**src/rtl/lds_pkg.sv**
```systemverilog
// ----------------------------------------------------------------------------
// lds_pkg
// Shared types and constants of the LOOK disk scheduler: field widths,
// configuration register indexes, controller states and the command and
// status bundles between the controller and the datapath.
// ----------------------------------------------------------------------------
`default_nettype none

package lds_pkg;

    // field widths
    localparam int TRACK_W    = 12;
    localparam int TOTAL_W    = 13;
    localparam int CFG_AW     = 1;
    localparam int CFG_DW     = 12;
    localparam int S_TDATA_W  = 16;
    localparam int M_TDATA_W  = 56;

    // configuration register indexes
    localparam logic [CFG_AW-1:0] CFG_START_POS  = 1'd0;
    localparam logic [CFG_AW-1:0] CFG_DIR_LEFT   = 1'd1;

    // ram read address source
    typedef enum logic [1:0] {
        ADDR_INS,
        ADDR_SRCH,
        ADDR_SRV
    } t_addr_sel;

    // controller states
    typedef enum logic [3:0] {
        ST_IDLE,
        ST_INS_CHK,
        ST_INS_RD,
        ST_INS_CMP,
        ST_INS_PUT,
        ST_RUN_INIT,
        ST_SRCH_RD,
        ST_SRCH_CMP,
        ST_SRV_INIT,
        ST_SRV_RD,
        ST_SRV_LOAD
    } t_state;

    // controller to datapath
    typedef struct packed {
        logic      ld_in;
        logic      ins_start;
        logic      ins_shift;
        logic      ins_put;
        logic      srch_init;
        logic      srch_step;
        logic      srv_init;
        logic      srv_emit;
        logic      clr_count;
        t_addr_sel addr_sel;
    } t_cmd;

    // datapath to controller
    typedef struct packed {
        logic full;
        logic cnt_zero;
        logic pos_one;
        logic rd_gt_track;
        logic last_req;
        logic rd_lt_head;
        logic j_last;
        logic srv_last;
        logic out_free;
    } t_status;

endpackage

`default_nettype wire

```
**src/rtl/lds_ram.sv**
```systemverilog
// ----------------------------------------------------------------------------
// lds_ram
// Generic single-write, single-read RAM with registered read data.
// ----------------------------------------------------------------------------
`default_nettype none

module lds_ram #(
    parameter int WIDTH = 12,
    parameter int DEPTH = 32,
    parameter int AW    = 5
) (
    input  wire logic             i_clk,
    input  wire logic             i_we,
    input  wire logic [AW-1:0]    i_waddr,
    input  wire logic [WIDTH-1:0] i_wdata,
    input  wire logic [AW-1:0]    i_raddr,
    output logic      [WIDTH-1:0] o_rdata
);

    logic [WIDTH-1:0] r_mem [DEPTH];
    logic [WIDTH-1:0] r_rdata;

    // write port
    always_ff @(posedge i_clk) begin
        if (i_we) begin
            r_mem[i_waddr] <= i_wdata;
        end
    end

    // registered read port
    always_ff @(posedge i_clk) begin
        r_rdata <= r_mem[i_raddr];
    end

    assign o_rdata = r_rdata;

endmodule

`default_nettype wire

```
**src/rtl/lds_ctrl.sv**
```systemverilog
// ----------------------------------------------------------------------------
// lds_ctrl
// Controller of the LOOK disk scheduler: sequences sorted insertion, the
// split search and the service walk, issuing commands to the datapath.
// ----------------------------------------------------------------------------
`default_nettype none

module lds_ctrl (
    input  wire logic             i_clk,
    input  wire logic             i_rst_n,
    input  wire logic             i_in_valid,
    output logic                  o_in_ready,
    input  wire lds_pkg::t_status i_status,
    output lds_pkg::t_cmd         o_cmd
);

    lds_pkg::t_state r_state;
    lds_pkg::t_state n_state;

    // state register
    always_ff @(posedge i_clk) begin
        if (!i_rst_n) begin
            r_state <= lds_pkg::ST_IDLE;
        end else begin
            r_state <= n_state;
        end
    end

    // next state
    always_comb begin
        n_state = r_state;
        case (r_state)
            lds_pkg::ST_IDLE: begin
                if (i_in_valid) n_state = lds_pkg::ST_INS_CHK;
            end
            lds_pkg::ST_INS_CHK: begin
                if (i_status.full) begin
                    n_state = i_status.last_req ? lds_pkg::ST_RUN_INIT : lds_pkg::ST_IDLE;
                end else if (i_status.cnt_zero) begin
                    n_state = lds_pkg::ST_INS_PUT;
                end else begin
                    n_state = lds_pkg::ST_INS_RD;
                end
            end
            lds_pkg::ST_INS_RD: begin
                n_state = lds_pkg::ST_INS_CMP;
            end
            lds_pkg::ST_INS_CMP: begin
                if (i_status.rd_gt_track && !i_status.pos_one) begin
                    n_state = lds_pkg::ST_INS_RD;
                end else begin
                    n_state = lds_pkg::ST_INS_PUT;
                end
            end
            lds_pkg::ST_INS_PUT: begin
                n_state = i_status.last_req ? lds_pkg::ST_RUN_INIT : lds_pkg::ST_IDLE;
            end
            lds_pkg::ST_RUN_INIT: begin
                n_state = lds_pkg::ST_SRCH_RD;
            end
            lds_pkg::ST_SRCH_RD: begin
                n_state = lds_pkg::ST_SRCH_CMP;
            end
            lds_pkg::ST_SRCH_CMP: begin
                if (i_status.rd_lt_head && !i_status.j_last) begin
                    n_state = lds_pkg::ST_SRCH_RD;
                end else begin
                    n_state = lds_pkg::ST_SRV_INIT;
                end
            end
            lds_pkg::ST_SRV_INIT: begin
                n_state = lds_pkg::ST_SRV_RD;
            end
            lds_pkg::ST_SRV_RD: begin
                n_state = lds_pkg::ST_SRV_LOAD;
            end
            lds_pkg::ST_SRV_LOAD: begin
                if (i_status.out_free) begin
                    n_state = i_status.srv_last ? lds_pkg::ST_IDLE : lds_pkg::ST_SRV_RD;
                end
            end
            default: begin
                n_state = lds_pkg::ST_IDLE;
            end
        endcase
    end

    // command outputs
    always_comb begin
        o_cmd      = '0;
        o_cmd.addr_sel = lds_pkg::ADDR_INS;
        o_in_ready = 1'b0;
        case (r_state)
            lds_pkg::ST_IDLE: begin
                o_in_ready      = 1'b1;
                o_cmd.ld_in     = i_in_valid;
                o_cmd.ins_start = i_in_valid;
            end
            lds_pkg::ST_INS_CMP: begin
                o_cmd.ins_shift = i_status.rd_gt_track;
            end
            lds_pkg::ST_INS_PUT: begin
                o_cmd.ins_put = 1'b1;
            end
            lds_pkg::ST_RUN_INIT: begin
                o_cmd.srch_init = 1'b1;
            end
            lds_pkg::ST_SRCH_RD: begin
                o_cmd.addr_sel = lds_pkg::ADDR_SRCH;
            end
            lds_pkg::ST_SRCH_CMP: begin
                o_cmd.addr_sel  = lds_pkg::ADDR_SRCH;
                o_cmd.srch_step = i_status.rd_lt_head;
            end
            lds_pkg::ST_SRV_INIT: begin
                o_cmd.srv_init = 1'b1;
            end
            lds_pkg::ST_SRV_RD: begin
                o_cmd.addr_sel = lds_pkg::ADDR_SRV;
            end
            lds_pkg::ST_SRV_LOAD: begin
                o_cmd.addr_sel  = lds_pkg::ADDR_SRV;
                o_cmd.srv_emit  = i_status.out_free;
                o_cmd.clr_count = i_status.out_free && i_status.srv_last;
            end
            default: begin
                o_in_ready = 1'b0;
            end
        endcase
    end

    // a run only starts from the insertion or drop decision
    a_run_entry: assert property (@(posedge i_clk) disable iff (!i_rst_n)
        (r_state == lds_pkg::ST_RUN_INIT) |->
        ($past(r_state) == lds_pkg::ST_INS_PUT || $past(r_state) == lds_pkg::ST_INS_CHK))
        else $error("run started outside insertion");

    // a load without room in the output register never leaves the load state
    a_load_hold: assert property (@(posedge i_clk) disable iff (!i_rst_n)
        (r_state == lds_pkg::ST_SRV_LOAD && !i_status.out_free) |=>
        (r_state == lds_pkg::ST_SRV_LOAD))
        else $error("result lost while output stalled");

endmodule

`default_nettype wire

```
**src/rtl/lds_datapath.sv**
```systemverilog
// ----------------------------------------------------------------------------
// lds_datapath
// Datapath of the LOOK disk scheduler: configuration registers, request
// store, insertion pointer, split index, service cursor, seek arithmetic
// and the output register.
// ----------------------------------------------------------------------------
`default_nettype none

module lds_datapath #(
    parameter int MAX_REQUESTS = 32
) (
    input  wire logic                           i_clk,
    input  wire logic                           i_rst_n,
    input  wire logic                           i_cfg_we,
    input  wire logic [lds_pkg::CFG_AW-1:0]     i_cfg_addr,
    input  wire logic [lds_pkg::CFG_DW-1:0]     i_cfg_wdata,
    input  wire logic [lds_pkg::TRACK_W-1:0]    i_track,
    input  wire logic                           i_last,
    input  wire lds_pkg::t_cmd                  i_cmd,
    output lds_pkg::t_status                    o_status,
    output logic                                o_m_valid,
    input  wire logic                           i_m_ready,
    output logic [lds_pkg::TRACK_W-1:0]         o_from,
    output logic [lds_pkg::TRACK_W-1:0]         o_to,
    output logic [lds_pkg::TRACK_W-1:0]         o_dist,
    output logic [lds_pkg::TOTAL_W-1:0]         o_total,
    output logic                                o_m_last
);

    localparam int IDX_W = (MAX_REQUESTS > 1) ? $clog2(MAX_REQUESTS) : 1;
    localparam int CNT_W = $clog2(MAX_REQUESTS + 1);
    localparam int TW    = lds_pkg::TRACK_W;
    localparam int TOT_W = lds_pkg::TOTAL_W;

    // configuration
    logic [TW-1:0]    r_start_pos;
    logic             r_dir_left;

    // run state
    logic [TW-1:0]    r_track;
    logic             r_last;
    logic [CNT_W-1:0] r_count;
    logic [IDX_W-1:0] r_pos;
    logic [CNT_W-1:0] r_j;
    logic [IDX_W-1:0] r_cur;
    logic             r_down;
    logic [CNT_W-1:0] r_k;
    logic [TW-1:0]    r_head;
    logic [lds_pkg::TOTAL_W-1:0] r_total;

    // output register
    logic             r_m_valid;
    logic [TW-1:0]    r_from;
    logic [TW-1:0]    r_to;
    logic [TW-1:0]    r_dist;
    logic [lds_pkg::TOTAL_W-1:0] r_out_total;
    logic             r_m_last;

    // ram
    logic [IDX_W-1:0] raddr;
    logic [TW-1:0]    rdata;
    logic             ram_we;
    logic [TW-1:0]    ram_wdata;

    // seek arithmetic
    logic [TW-1:0]    seek_dist;
    logic [lds_pkg::TOTAL_W-1:0] total_next;
    logic [CNT_W-1:0] count_m1;
    logic             out_free;

    // configuration writes
    always_ff @(posedge i_clk) begin
        if (!i_rst_n) begin
            r_start_pos <= '0;
            r_dir_left  <= 1'b0;
        end else if (i_cfg_we) begin
            case (i_cfg_addr)
                lds_pkg::CFG_START_POS: r_start_pos <= i_cfg_wdata[TW-1:0];
                lds_pkg::CFG_DIR_LEFT:  r_dir_left  <= i_cfg_wdata[0];
                default:                r_dir_left  <= r_dir_left;
            endcase
        end
    end

    // read address select
    always_comb begin
        case (i_cmd.addr_sel)
            lds_pkg::ADDR_INS:  raddr = r_pos - IDX_W'(1);
            lds_pkg::ADDR_SRCH: raddr = r_j[IDX_W-1:0];
            lds_pkg::ADDR_SRV:  raddr = r_cur;
            default:            raddr = r_cur;
        endcase
    end

    assign ram_we    = i_cmd.ins_shift | i_cmd.ins_put;
    assign ram_wdata = i_cmd.ins_shift ? rdata : r_track;

    lds_ram #(
        .WIDTH (TW),
        .DEPTH (MAX_REQUESTS),
        .AW    (IDX_W)
    ) u_store (
        .i_clk   (i_clk),
        .i_we    (ram_we),
        .i_waddr (r_pos),
        .i_wdata (ram_wdata),
        .i_raddr (raddr),
        .o_rdata (rdata)
    );

    // seek distance and running total
    assign seek_dist  = (rdata >= r_head) ? (rdata - r_head) : (r_head - rdata);
    assign total_next = r_total + TOT_W'(seek_dist);
    assign count_m1   = r_count - CNT_W'(1);
    assign out_free   = !r_m_valid || i_m_ready;

    // input latch and insertion pointer
    always_ff @(posedge i_clk) begin
        if (i_cmd.ld_in) begin
            r_track <= i_track;
            r_last  <= i_last;
        end
        if (i_cmd.ins_start) begin
            r_pos <= r_count[IDX_W-1:0];
        end else if (i_cmd.ins_shift) begin
            r_pos <= r_pos - IDX_W'(1);
        end
    end

    // request count
    always_ff @(posedge i_clk) begin
        if (!i_rst_n) begin
            r_count <= '0;
        end else if (i_cmd.clr_count) begin
            r_count <= '0;
        end else if (i_cmd.ins_put) begin
            r_count <= r_count + CNT_W'(1);
        end
    end

    // split search and service walk
    always_ff @(posedge i_clk) begin
        if (i_cmd.srch_init) begin
            r_j     <= '0;
            r_k     <= '0;
            r_head  <= r_start_pos;
            r_total <= '0;
        end else if (i_cmd.srch_step) begin
            r_j <= r_j + CNT_W'(1);
        end
        if (i_cmd.srv_init) begin
            // lower side first when asked for and present, or when nothing is above
            if (r_dir_left ? (r_j != '0) : (r_j == r_count)) begin
                r_down <= 1'b1;
                r_cur  <= IDX_W'(r_j - CNT_W'(1));
            end else begin
                r_down <= 1'b0;
                r_cur  <= r_j[IDX_W-1:0];
            end
        end else if (i_cmd.srv_emit) begin
            r_k     <= r_k + CNT_W'(1);
            r_head  <= rdata;
            r_total <= total_next;
            if (r_down) begin
                if (r_cur == '0) begin
                    r_down <= 1'b0;
                    r_cur  <= r_j[IDX_W-1:0];
                end else begin
                    r_cur <= r_cur - IDX_W'(1);
                end
            end else begin
                if (CNT_W'(r_cur) == count_m1) begin
                    r_down <= 1'b1;
                    r_cur  <= IDX_W'(r_j - CNT_W'(1));
                end else begin
                    r_cur <= r_cur + IDX_W'(1);
                end
            end
        end
    end

    // output register
    always_ff @(posedge i_clk) begin
        if (!i_rst_n) begin
            r_m_valid <= 1'b0;
        end else if (i_cmd.srv_emit) begin
            r_m_valid <= 1'b1;
        end else if (i_m_ready) begin
            r_m_valid <= 1'b0;
        end
    end

    always_ff @(posedge i_clk) begin
        if (i_cmd.srv_emit) begin
            r_from      <= r_head;
            r_to        <= rdata;
            r_dist      <= seek_dist;
            r_out_total <= total_next;
            r_m_last    <= (r_k == count_m1);
        end
    end

    // status to the controller
    always_comb begin
        o_status.full        = (r_count == CNT_W'(MAX_REQUESTS));
        o_status.cnt_zero    = (r_count == '0);
        o_status.pos_one     = (r_pos == IDX_W'(1));
        o_status.rd_gt_track = (rdata > r_track);
        o_status.last_req    = r_last;
        o_status.rd_lt_head  = (rdata < r_head);
        o_status.j_last      = (r_j == count_m1);
        o_status.srv_last    = (r_k == count_m1);
        o_status.out_free    = out_free;
    end

    assign o_m_valid = r_m_valid;
    assign o_from    = r_from;
    assign o_to      = r_to;
    assign o_dist    = r_dist;
    assign o_total   = r_out_total;
    assign o_m_last  = r_m_last;

    // store never overfills
    a_count_max: assert property (@(posedge i_clk) disable iff (!i_rst_n)
        r_count <= CNT_W'(MAX_REQUESTS))
        else $error("request count above capacity");

    // a result is loaded only when the output register has room
    a_emit_room: assert property (@(posedge i_clk) disable iff (!i_rst_n)
        i_cmd.srv_emit |-> out_free)
        else $error("result overwrote a pending transaction");

    // service cursor stays inside the stored requests
    a_cur_range: assert property (@(posedge i_clk) disable iff (!i_rst_n)
        i_cmd.srv_emit |-> (CNT_W'(r_cur) < r_count))
        else $error("service cursor out of range");

    // the final result of a run empties the store
    a_run_clear: assert property (@(posedge i_clk) disable iff (!i_rst_n)
        (i_cmd.srv_emit && r_k == count_m1) |=> (r_count == '0 && r_m_last))
        else $error("store not emptied after final seek");

endmodule

`default_nettype wire

```
**src/rtl/look_disk_scheduler.sv**
```systemverilog
// ----------------------------------------------------------------------------
// look_disk_scheduler
// Collects track requests in ascending order and, on the request marked
// last, serves them in LOOK order from the configured head position.
// Insertion: compares stored entries from the top down (those above the new
//   track and the first one not above).
// Run: the split search reads the entries below the head and the first at or
//   above it, then one result is produced per stored request, stalling while
//   the sink holds back; input is held meanwhile.
// Reset clears the count (store empty), configuration and output valid.
// ----------------------------------------------------------------------------
`default_nettype none

module look_disk_scheduler #(
    parameter int MAX_REQUESTS = 32
) (
    input  wire logic                              i_clk,
    input  wire logic                              i_rst_n,
    // configuration write port
    input  wire logic                              i_cfg_we,
    input  wire logic [lds_pkg::CFG_AW-1:0]        i_cfg_addr,
    input  wire logic [lds_pkg::CFG_DW-1:0]        i_cfg_wdata,
    // request stream
    input  wire logic                              s_tvalid,
    output logic                                   s_tready,
    input  wire logic [lds_pkg::S_TDATA_W-1:0]     s_tdata,   // [11:0] request_track
    input  wire logic                              s_tlast,
    // seek stream
    output logic                                   m_tvalid,
    input  wire logic                              m_tready,
    // [11:0] from_track, [23:12] to_track, [35:24] seek_distance,
    // [48:36] total_movement
    output logic [lds_pkg::M_TDATA_W-1:0]          m_tdata,
    output logic                                   m_tlast
);

    localparam int TW = lds_pkg::TRACK_W;
    localparam int PAD_W = lds_pkg::M_TDATA_W - 3 * TW - lds_pkg::TOTAL_W;

    lds_pkg::t_cmd    cmd;
    lds_pkg::t_status status;

    logic [TW-1:0]               from_track;
    logic [TW-1:0]               to_track;
    logic [TW-1:0]               seek_distance;
    logic [lds_pkg::TOTAL_W-1:0] total_movement;

    lds_ctrl u_ctrl (
        .i_clk      (i_clk),
        .i_rst_n    (i_rst_n),
        .i_in_valid (s_tvalid),
        .o_in_ready (s_tready),
        .i_status   (status),
        .o_cmd      (cmd)
    );

    lds_datapath #(
        .MAX_REQUESTS (MAX_REQUESTS)
    ) u_datapath (
        .i_clk       (i_clk),
        .i_rst_n     (i_rst_n),
        .i_cfg_we    (i_cfg_we),
        .i_cfg_addr  (i_cfg_addr),
        .i_cfg_wdata (i_cfg_wdata),
        .i_track     (s_tdata[TW-1:0]),
        .i_last      (s_tlast),
        .i_cmd       (cmd),
        .o_status    (status),
        .o_m_valid   (m_tvalid),
        .i_m_ready   (m_tready),
        .o_from      (from_track),
        .o_to        (to_track),
        .o_dist      (seek_distance),
        .o_total     (total_movement),
        .o_m_last    (m_tlast)
    );

    // pack result fields, lowest first
    assign m_tdata = {{PAD_W{1'b0}}, total_movement, seek_distance, to_track, from_track};

endmodule

`default_nettype wire

```
**config.mk**
```make
export PLATFORM = sky130hd
export DESIGN_NAME = look_disk_scheduler
export DESIGN_NICKNAME = d
export VERILOG_FILES = /design/src/rtl/lds_pkg.sv /design/src/rtl/lds_ram.sv /design/src/rtl/lds_ctrl.sv /design/src/rtl/lds_datapath.sv /design/src/rtl/look_disk_scheduler.sv
export SDC_FILE = /design/constraint.sdc
export NUM_CORES = 1
export LEC_CHECK = 0
export ABC_AREA = 1
export BUFFER_PORTS_ARGS = -buffer_cell sky130_fd_sc_hd__buf_2
export CAP_MARGIN = 20
export CORE_ASPECT_RATIO = 0.6
export CORE_MARGIN = 2
export CORE_UTILIZATION = 50
export DETAILED_ROUTE_END_ITERATION = 16
export PLACE_DENSITY = 0.63
export SYNTH_ARGS = -nofsm -noshare
export SYNTH_HDL_FRONTEND = slang
export SYNTH_HIERARCHICAL = 1
export SYNTH_SLANG_ARGS = --single-unit
```
**constraint.sdc**
```tcl
create_clock -name i_clk -period 11.75 [get_ports i_clk]
set_input_delay 2.9375 -clock i_clk [delete_from_list [all_inputs] [get_ports i_clk]]
set_output_delay 2.9375 -clock i_clk [all_outputs]
set_load 0.05 [all_outputs]
```
# --- Word-level counts from Yosys, hierarchy flattened ---
# Memories as Yosys holds them, arrays and structs flattened. A register that Yosys moved wholly into a read port is not among the register bits.
# Cells that the tools add are included.
totals:
  register_bits: 135
  latch_bits: 0
  ramBits: 384
  romBits: 0
  inputBits: 35
  output_inout_bits: 59
  word_cells: 126
  mem_count: 1
classes:
  add_sub_neg: 11
  multipliers: 0
  n_div: 0
  order_cmp: 3
  n_eq_ne: 19
  n_shift: 0
  n_mux: 49
  bitwise: 3
  n_reduce_logical: 21
mem_list:
  columns: ["memory", "words", "width", "rd", "rd_ports_with_merged_regs", "wr", "line_no", "source"]
  rows:
  - ["u_datapath.u_store.r_mem", 32, 12, 1, 1, 1, "lds_ram.sv:20", "logic [WIDTH-1:0] r_mem [DEPTH];"]
ops:
  columns: ["operator", "n"]
  rows:
  - ["$mux W12", 5]
  - ["$pmux W4 S11", 1]
  - ["$mux W5", 8]
  - ["$mux W13", 3]
  - ["$sub A12 B12 Y12", 2]
  - ["$mux W4", 5]
  - ["$add A6 B1 Y6 const B", 3]
  - ["$eq A6 B6 Y1", 3]
  - ["$mux W6", 3]
  - ["$mux W1", 17]
  - ["$eq A4 B3 Y1 const B", 4]
  - ["$sub A5 B1 Y5 const B", 3]
  - ["$add A13 B12 Y13", 1]
  - ["$eq A4 B4 Y1 const B", 3]
  - ["$ge A12 B12 Y1", 1]
  - ["$gt A12 B12 Y1", 1]
  - ["$lt A12 B12 Y1", 1]
  - ["$pmux W5 S2", 1]
  - ["$mux W3", 3]
  - ["$eq A4 B2 Y1 const B", 2]
  - ["$eq A5 B6 Y1", 1]
  - ["$eq A6 B6 Y1 const B", 1]
  - ["$logic_not A6 Y1", 1]
  - ["$reduce_and A2 Y1", 3]
  - ["other kinds (20)", 30]

# --- Depth between registers and ports, before layout ---
logic_depth:
  depth_word: 6
  depth_mapped: 23

# --- Cells and area by module ---
# Netlist, hierarchy kept.
modules_own_cells:
  columns: ["module", "instances", "cells_each", "area_per_inst_um2", "seq_area_each_um2"]
  rows:
  - ["lds_ram", 1, 1358, 15899.0, 11771.3]
  - ["lds_datapath", 1, 948, 7816.2, 3363.2]
  - ["lds_ctrl", 1, 95, 455.4, 80.1]
  - ["look_disk_scheduler", 1, 8, 56.3, 0.0]

# --- Least setup slack after synthesis ---
# Ideal clock, no wire load.
synth_timing:
  kind: "input -> register"
  from: "input m_tready"
  to: "register u_datapath.r_head[5]"
  t_arrival_ns: 6.493
  slack_ns: 5.144
  path_stages: 12
  cell_sequence: "inv_1 nand2_1 buf_4 inv_1 nor2_1 inv_2 nor2_1 nor2_1 buf_2 buf_1 a21oi_1 inv_1"
synth_rtl:
  columns: ["element", "line_no", "source"]
  rows:
  - ["start: declaration", "look_disk_scheduler.sv:30", "input wire logic m_tready,"]
  - ["end signal: assignment", "lds_datapath.sv:146", "r_head <= r_start_pos;"]
  - ["end signal: assignment", "lds_datapath.sv:162", "r_head <= rdata;"]
  - ["end: declaration", "lds_datapath.sv:48", "logic [TW-1:0] r_head;"]

==> run summary <==
RD Place Congestion - 0.949
post-synth cell types - 50
CP Data Required Time - 12,270 ps
unrepaired setup endpoints after global routing - no
Post-CTS Setup Inserts - 0
FF-to-FF Start - u_ctrl/r_state[0]$_SDFFE_PN0P_
endpoint class of the critical path - flop
Synth area leaders - edfxtp_1 (57%), nand2_1 (12%), nand3_1 (7.3%)
cell taking the most area after synthesis - edfxtp_1
area of the core - 47,900 um^2
hold path depth - 2
boundary pin count - 94
final setup fails - 0
GRT Total Usage - 25.8%
Routed WL per cell - 20.3 um
# rows - 62
Syn Inst Count - 2,409
first-pass detailed-route iteration total - 5
area grow syn2layout - 11.5%
Slew HR - 32.3%
status - finished clean
Post-layout nets - 2,587
post-cts resize count - 0
syn_area_per_cell - 10.1 um^2
ys async rst share - 0%
largest fanout on the critical path - 73
EDFF count, synth - 458
total of flip-flops plus latches after synthesis - 531
largest net degree at the start of global routing - 98
drc violations - 0
Worst-Margin Slew - 1010 ps
routed via count - 17,500
Die Span X - 288 um
Max Transition Viols Final - 0
Seq/Total Area, Yosys - 62.8%
Die Area - 50,300 um^2
Commonest cells post-synth - nand2_1 (755), edfxtp_1 (458), nand3_1 (354), inv_1 (164), nor2_1 (130)
TNS Setup - 0 ps
Fin. Hold Viols - 0
Max Freq - 204 MHz
minimum clock period - 4900 ps
# hold bufs at CTS - 0
Hold/Removal Path Class - reg -> reg
total power - 0.00824 W
Initial Utilization - 50.6%
crit path DAT - 5420 ps
CP Class - reg -> reg
r2r endpoint - u_datapath/u_store/o_rdata[6]$_DFF_P_
clk buf depth - 3
clk slew on worst S/H paths - 60 ps
initial antenna violation count - 1
CTS buffer count - 49
hold wc startpoint - u_datapath/r_total[11]$_DFF_P_
final wirelength - 64,600 um
# clock sinks - 531
post-DP HPWL - 43,300 um
ANT nets after route - 0
ys flop type - edfxtp_1
CTS tree - yes
PD cells - 305 nW/um^2
FF-to-FF path depth - 19
Setup Skew - 16.1 ps
# diodes - 0
Clock Tree Root - clkbuf_16
Ys Warns - 6
grt ovf - 0
initial DRC count - 2,201
share of cells above drive strength 1 - 10.3%
Critical Path Source Type - flop
vias in the first global route - 16,100
I/O Buffers - 82
first-pass GRT wire length - 97,800 um
routed vias/inst - 5.51
Netlist Area Pre-Place - 24,200 um^2
H-tree level count - 2
count leader, synth - nand2_1
Die H - 175 um
Pleak - 10.9 nW
final period utilization - 41.7%
Max Cap Viol - 0
internal reg-to-reg setup slack - 6850 ps
top cell type's share of synthesized area - 56.8%
Worst Hold End - u_datapath/r_total[11]$_DFF_P_
worst skew pair latency - 580 ps
VDD IR-drop max - 0.167 mV
[cell families after synthesis]
group	Yosys count	share of synthesized area, %
buf+inv	293	5.43
simple gates	1291	22.4
fa+ha+maj	59	3.14
flops	531	62.8
other cells	1	0.0155
compound gates	183	4.33
xor+xnor	51	1.84
[registers in the layout, summed over array words and instances (netlist names), 4 cells and up]
register                    flops
u_datapath/r_cur                5
u_datapath/r_head              12
u_datapath/o_from              12
u_datapath/r_count              6
u_datapath/o_to                12
u_datapath/o_total             13
u_datapath/r_pos                5
u_datapath/o_dist              12
u_datapath/u_store/r_mem      384
u_datapath/r_track             12
u_datapath/r_total             13
u_datapath/r_k                  6
u_datapath/r_j                  6
u_ctrl/r_state                  4
u_datapath/u_store/o_rdata     12
u_datapath/r_start_pos         12
[critical path, cell delays in order (launching register included)]
cell     delay, ps
dfxtp_1        390
inv_1          110
nand2_1        110
nor2_1          80
inv_1          140
nand2_1        140
inv_1          250
nand2_1        280
o21ai_4        190
buf_4          480
buf_4          760
buf_4          790
nand2_1        160
nand3_1        150
nand3_1        240
nand2_1        170
nand2_1         70
nand2_1         90
nand2_1         60
nand2_1         70
[power by group]
group,switching (W),internal (W)
clock network,0.000698,0.000872
registers,0.000139,0.00237
logic,0.00299,0.00117
total,0.00383,0.00441
[through the flow]
step | util [%] | instance area, um^2 | worst slack [ps] | hold slack (ps) | instances
2_1_floorplan | - | 24200 | 5140 | 430 | 2415
3_3_place_gp | 52.6 | 25200 | 6450 | 445 | 3057
3_5_place_dp | 52.9 | 25300 | 6360 | 454 | 3070
4_1_cts | 56.2 | 26900 | 6920 | 463 | 3162
5_1_grt | 56.4 | 27000 | 6500 | 474 | 3174
6_report | 56.4 | 27000 | 6850 | 462 | 3174
[cell type report]
class,instances,area (um^2)
Clock buffer,65,1340
Clock inverter,27,238
Fill cell,4127,20900
Inverter,177,669
Multi-Input combinational cell,1591,7830
Sequential cell,531,15200
Tap cell,640,801
Timing Repair Buffer,143,917
[worst max path at each step]
stage,to,from,cells after the start
after floorplan,u_datapath/r_head[5]$_DFF_P_,m_tready,12
after global placement,u_datapath/r_head[1]$_DFF_P_,m_tready,13
after detailed placement,u_datapath/r_head[1]$_DFF_P_,m_tready,13
after CTS,u_datapath/u_store/o_rdata[6]$_DFF_P_,u_ctrl/r_state[0]$_SDFFE_PN0P_,19
after global routing,u_datapath/u_store/o_rdata[6]$_DFF_P_,u_ctrl/r_state[0]$_SDFFE_PN0P_,19
final,u_datapath/u_store/o_rdata[6]$_DFF_P_,u_ctrl/r_state[0]$_SDFFE_PN0P_,19
[routing by layer]
layer | vias up | GRT usage [%] | part of all wire, %
met5 | - | 0 | 0
met4 | 0 | 4.15 | 1.2
met3 | 76 | 5.68 | 11
met2 | 713 | 33.8 | 39
met1 | 8386 | 43.4 | 49
li1 | 8328 | - | -
[cells in the final DEF, fill, tap and decap left out, drive strengths merged, types with 5 or more instances in the layout]
| master | count |
|---|---|
| edfxtp | 458 |
| buf | 143 |
| xor2 | 39 |
| a31oi | 6 |
| o211ai | 5 |
| a21oi | 56 |
| a22o | 6 |
| nand2 | 760 |
| clkbuf | 65 |
| ha | 56 |
| nand3 | 356 |
| o22ai | 9 |
| nor3 | 17 |
| conb | 7 |
| clkinv | 23 |
| nand4 | 7 |
| xnor2 | 12 |
| o21ai | 79 |
| inv | 178 |
| dfxtp | 73 |
| nor2 | 135 |
| o221ai | 5 |
Power figures use the tool's default switching activity.
